File: config.mk
export PLATFORM = sky130hd
export DESIGN_NAME = cbc_offset
export DESIGN_NICKNAME = d
export VERILOG_FILES = /design/src/cbc_pkg.sv /design/src/cbc_offset.sv
export SDC_FILE = /design/constraint.sdc
export NUM_CORES = 1
export LEC_CHECK = 0
export ABC_AREA = 1
export BUFFER_PORTS_ARGS = -buffer_cell sky130_fd_sc_hd__buf_2
export CAP_MARGIN = 20
export CORE_MARGIN = 8
export CORE_UTILIZATION = 60
export CTS_CLUSTER_DIAMETER = 120
export DETAILED_ROUTE_END_ITERATION = 6
export PLACE_DENSITY = 0.85
export SYNTH_ARGS = -nofsm -noshare
export SYNTH_HDL_FRONTEND = slang
export SYNTH_SLANG_ARGS = --single-unit
File: constraint.sdc
create_clock -name clock -period 7.2 [get_ports clock]
set_input_delay 0.72 -clock clock [delete_from_list [all_inputs] [get_ports clock]]
set_output_delay 0.72 -clock clock [all_outputs]
set_load 0.1 [all_outputs]
File: src/cbc_pkg.sv
// shared types and constants for the circle and box collision pipeline
`timescale 1ns / 1ps

package cbc_pkg;

   // coordinate width of the position fields
   localparam int COORD_BITS = 16;

   localparam int CW     = COORD_BITS;
   localparam int SIZE_W = 14;
   // wide enough for 2*pos + 2*r - 2*pos - size in half-pixels
   localparam int OW     = ((CW > SIZE_W + 1) ? CW : (SIZE_W + 1)) + 4;
   // doubled radius, half-pixels
   localparam int R2_W   = SIZE_W + 1;
   localparam int SQ_W   = 2 * R2_W;
   // signed vector component, magnitude bounded by the doubled radius
   localparam int VEC_W  = R2_W + 2;
   localparam int DIFF_W = 18;
   localparam int SIDE_W = 3;

   localparam logic SHAPE_BOX    = 1'b0;
   localparam logic SHAPE_CIRCLE = 1'b1;

   localparam logic [SIDE_W-1:0] SIDE_UP    = 3'd0;
   localparam logic [SIDE_W-1:0] SIDE_RIGHT = 3'd1;
   localparam logic [SIDE_W-1:0] SIDE_DOWN  = 3'd2;
   localparam logic [SIDE_W-1:0] SIDE_LEFT  = 3'd3;
   localparam logic [SIDE_W-1:0] SIDE_NONE  = 3'd4;

   typedef struct packed {
      logic              shape_a;
      logic              shape_b;
      logic [CW-1:0]     a_pos_x;
      logic [CW-1:0]     a_pos_y;
      logic [SIZE_W-1:0] a_width;
      logic [SIZE_W-1:0] a_height;
      logic [SIZE_W-1:0] a_radius;
      logic [CW-1:0]     b_pos_x;
      logic [CW-1:0]     b_pos_y;
      logic [SIZE_W-1:0] b_width;
      logic [SIZE_W-1:0] b_height;
      logic [SIZE_W-1:0] b_radius;
   } req_type;

   // after the offset stage
   typedef struct packed {
      logic              mixed;
      logic              box_hit;
      logic              second;
      logic [OW-1:0]     ox;
      logic [OW-1:0]     oy;
      logic [SIZE_W-1:0] w;
      logic [SIZE_W-1:0] h;
      logic [SIZE_W-1:0] r;
   } s1_type;

   // after the clamp stage
   typedef struct packed {
      logic            mixed;
      logic            box_hit;
      logic            second;
      logic [OW-1:0]   mag_x;
      logic [OW-1:0]   mag_y;
      logic            neg_x;
      logic            neg_y;
      logic [R2_W-1:0] r2;
      logic [SQ_W-1:0] r2sq;
   } s2_type;

   // after the square stage
   typedef struct packed {
      logic             mixed;
      logic             box_hit;
      logic             second;
      logic             in_range;
      logic [VEC_W-1:0] dx;
      logic [VEC_W-1:0] dy;
      logic [SQ_W-1:0]  sq_x;
      logic [SQ_W-1:0]  sq_y;
      logic [SQ_W-1:0]  r2sq;
   } s3_type;

endpackage

File: src/cbc_offset.sv
// first stage: role swap, centre offsets and box against box overlap
`timescale 1ns / 1ps

module cbc_offset (
   input  logic            clock,
   input  logic            enable,
   input  cbc_pkg::req_type req,
   output cbc_pkg::s1_type  s1_ff
);
   import cbc_pkg::*;

   logic signed [OW-1:0] ax_e, ay_e, bx_e, by_e;
   logic signed [OW-1:0] aw_e, ah_e, bw_e, bh_e;
   logic signed [OW-1:0] cx_e, cy_e, r_e, px_e, py_e, w_e, h_e;
   logic                 circ_first;
   logic                 over_x, over_y;
   s1_type               s1_in;

   always_comb begin
      ax_e = OW'(signed'(req.a_pos_x));
      ay_e = OW'(signed'(req.a_pos_y));
      bx_e = OW'(signed'(req.b_pos_x));
      by_e = OW'(signed'(req.b_pos_y));
      aw_e = signed'(OW'(req.a_width));
      ah_e = signed'(OW'(req.a_height));
      bw_e = signed'(OW'(req.b_width));
      bh_e = signed'(OW'(req.b_height));

      circ_first = (req.shape_a == SHAPE_CIRCLE);
      cx_e = circ_first ? ax_e : bx_e;
      cy_e = circ_first ? ay_e : by_e;
      px_e = circ_first ? bx_e : ax_e;
      py_e = circ_first ? by_e : ay_e;
      w_e  = circ_first ? bw_e : aw_e;
      h_e  = circ_first ? bh_e : ah_e;
      r_e  = signed'(OW'(circ_first ? req.a_radius : req.b_radius));

      // inclusive overlap per axis
      over_x = (ax_e + aw_e >= bx_e) && (bx_e + bw_e >= ax_e);
      over_y = (ay_e + ah_e >= by_e) && (by_e + bh_e >= ay_e);

      s1_in.mixed   = (req.shape_a != req.shape_b);
      s1_in.second  = s1_in.mixed && !circ_first;
      s1_in.box_hit = (req.shape_a == SHAPE_BOX) && (req.shape_b == SHAPE_BOX)
                      && over_x && over_y;
      // circle centre minus box centre, half-pixels
      s1_in.ox = ((cx_e + r_e) <<< 1) - ((px_e <<< 1) + w_e);
      s1_in.oy = ((cy_e + r_e) <<< 1) - ((py_e <<< 1) + h_e);
      s1_in.w  = circ_first ? req.b_width  : req.a_width;
      s1_in.h  = circ_first ? req.b_height : req.a_height;
      s1_in.r  = circ_first ? req.a_radius : req.b_radius;
   end

   always_ff @(posedge clock) begin
      if (enable) begin
         s1_ff <= s1_in;
      end
   end

endmodule

==> impl_metrics.tcl <==
set metrics [dict create \
    setup_viol 0 \
    tritoncts "built" \
    worstHoldPathCells 2 \
    status "completed" \
    reg_top3 "s1_ff: 83 flops" \
    dr.pass1.iters 5 \
    regArea_um2 2490 \
    synth.avg_cell_area_um2 7.13 \
    io_buffer_count 236 \
    finalWeightedCongestion 1.03 \
    die-area_um2 26300 \
    dr_total_vias 13092 \
    drv_cap 0 \
    grt_pass1_wl_um 64700 \
    synth-main-ff-cell "edfxtp_1" \
    max_freq_mhz 187 \
    setup.worst_path.end_class "register" \
    antenna_cells 0 \
    ys_ff_latch 83 \
    netlist_area_um2 12800 \
    rsz0062_at_grt "false" \
    coreArea_um2 21000 \
    nets 2406 \
    holdPathEnd "s1_ff[82]$_DFFE_PP_" \
    p_leak_nw 7.73 \
    fin_crit_sh 0.742 \
    layout_common_cells "469 x nand2_1, 253 x inv_1, 234 x buf_2" \
    hold_viol_final 0 \
    die_width_um 162 \
    placed_cells 2284 \
    slowest_delay_ns 0.49 \
    cts_resized 0 \
    ys_warn_count 0 \
    worstSetupPathType "in2reg" \
    async_flop_share 0 \
    min_period_ns 5.34 \
    yosys-top-cells-area "ha_1 20%, edfxtp_1 19%, nand2_1 14%, inv_1 7.4%, a21oi_1 5.3%" \
    wl_per_cell_um 18.2 \
    vdd_drop_max_uv 240 \
    max_slew_margin 0.270 \
    largest_register_ffs 83 \
    synth_nets 2182 \
    antenna_found_initial 0 \
    hp-start "req[148]" \
    grt_pass1_vias 12592 \
    required_ns 7.31 \
    overflow 0 \
    nFillCells 1850 \
    pin_count 237 \
    stdcell_count 2300 \
    synth_top_area_share 0.197 \
    start_util 0.609 \
    routed_via_density 5.69 \
    multi_input_area_um2 9220 \
    route.detailed.drc 0 \
    synth_cell_types 47 \
    drt_wl_total_um 41800 \
    synth-edff-count 83 \
    critPathLaunch "req[149]" \
    layout_commonest_cell "nand2_1" \
    std_cell_rows 53 \
    cts.sinks 83 \
    stdcell_area_um2 14500 \
    dpl_worst_slack_ns 1.65 \
    die_h_um 162 \
    cp_cell_sequence "buf_4 > inv_2 > nand2_1 > nand2_1 > ha_1 > fa_1 > nand3_1 > nand2_1 > nand2_1 > nand2_1 > a21o_1 > a21oi_1 > xnor2_1 > fa_1 > ha_1 > nand2_1 > nor2_1 > inv_1 > nor3_1 > nand3_1 > nand3_1 > inv_1 > nand2_1 > nand2_1" \
    largest_register "s1_ff" \
    antenna_left 0 \
    drtIter0Drc 1184 \
    grt_usage 0.310 \
    grt_start_max_net_pins 84 \
    drive_above_1_share 0.147 \
    clockRootBuffer "clkbuf_16" \
    arrival_ns 5.45 \
    critPathMaxFanout 64 \
    fin_setup_tns_ns 0 \
    power.total_mw 4.40 \
    crit_top_cell "nand2_1" \
    slew_viol_final 0 \
    timing.hold.ws_ns 0.697 \
    power_density_nw_per_um2 303 \
    cts_hold_buffers 0 \
    dp_hpwl_um 36100 \
    final_core_util 0.690 \
    cpMaxStageDelayCell "buf_4" \
    fin_ws_ns 1.86 \
    numCtsBuffers 9 \
    synth.largest_area_cell "ha_1" \
    worstSetupStartpointType "input port" \
    cts_setup_buffers 0 \
    syn_inst 1796 \
    clk_pin_slew_ns 0.07 \
    placed_area_um2 14200 \
    htree_num_levels 3 \
    hp-class "in2reg" \
    worst_slew_pin_slew_ns 1.09 \
    clk_path_buf_depth 2 \
    ys_seq_area_frac 0.195 \
    syn_to_final_growth_pct 13.3 \
]
[routing by layer]
metal | vias up | track usage | share of wire
met1 | 5970 | 0.431 | 0.44
met4 | 0 | 0.109 | 0.028
met5 | - | 0 | 0
met2 | 628 | 0.480 | 0.44
met3 | 67 | 0.0458 | 0.092
li1 | 6427 | - | -
[how the worst max path moves through the flow]
stage          cells after the start             endpoint
2_1_floorplan                     27  s1_ff[61]$_DFFE_PP_
3_3_place_gp                      24  s1_ff[61]$_DFFE_PP_
3_5_place_dp                      24  s1_ff[61]$_DFFE_PP_
4_1_cts                           24  s1_ff[61]$_DFFE_PP_
5_1_grt                           24  s1_ff[61]$_DFFE_PP_
6_report                          24  s1_ff[61]$_DFFE_PP_
[where the power goes]
group          internal, mW  switching, mW  total, mW
sequential            0.749         0.0315      0.780
clock                 0.270          0.203      0.472
combinational         0.850           2.30       3.15
total                  1.87           2.54       4.40
[worst max-delay path: cells and delay by family]
kind | cells | cell delay [ns]
XOR/XNOR | 1 | 0.16
AO/OA/AOI/OAI | 2 | 0.38
AND/OR/NAND/NOR | 13 | 1.56
buffers and inverters | 4 | 1.00
adder cells (fa/ha/maj) | 4 | 1.59
[cell families after synthesis]
kind of cell | after synthesis | share of synthesized area
AND/OR/NAND/NOR | 738 | 0.242
XOR/XNOR | 112 | 0.0766
adder cells (fa/ha/maj) | 234 | 0.247
AO/OA/AOI/OAI | 347 | 0.154
flip-flops | 83 | 0.195
buffers and inverters | 282 | 0.0858
[area by class of cell]
type | instances | share of cell area
Sequential cell | 83 | 0.172
Timing Repair Buffer | 239 | 0.0833
Multi-Input combinational cell | 1431 | 0.635
Clock inverter | 4 | 0.00353
Inverter | 256 | 0.0662
Clock buffer | 12 | 0.0163
Tap cell | 275 | 0.0237
[cells in the mapped netlist, types with 2 or more instances]
library cell and number:
o31ai_1 2, nor4_1 7, nor3_1 7, nand3b_1 7
and2_1 2, or2_2 21, inv_1 253, nand4_1 24
buf_2 3, nor3_2 2, a211oi_2 2, edfxtp_1 83
nand3_1 89, inv_2 3, nor2_2 3, a21boi_0 5
xor2_1 75, clkbuf_1 17, o21bai_1 16, a21boi_1 5
o21ai_0 114, nor2_1 102, o21ai_4 4, fa_1 32
a21oi_1 136, a21o_1 19, o21ai_2 3, nand2_4 2
a22oi_2 2, o21ai_1 25, xnor2_1 37, ha_1 202
a31oi_1 8, buf_4 3, nand2_1 469
No activity file was read; power rests on OpenSTA's default activity.
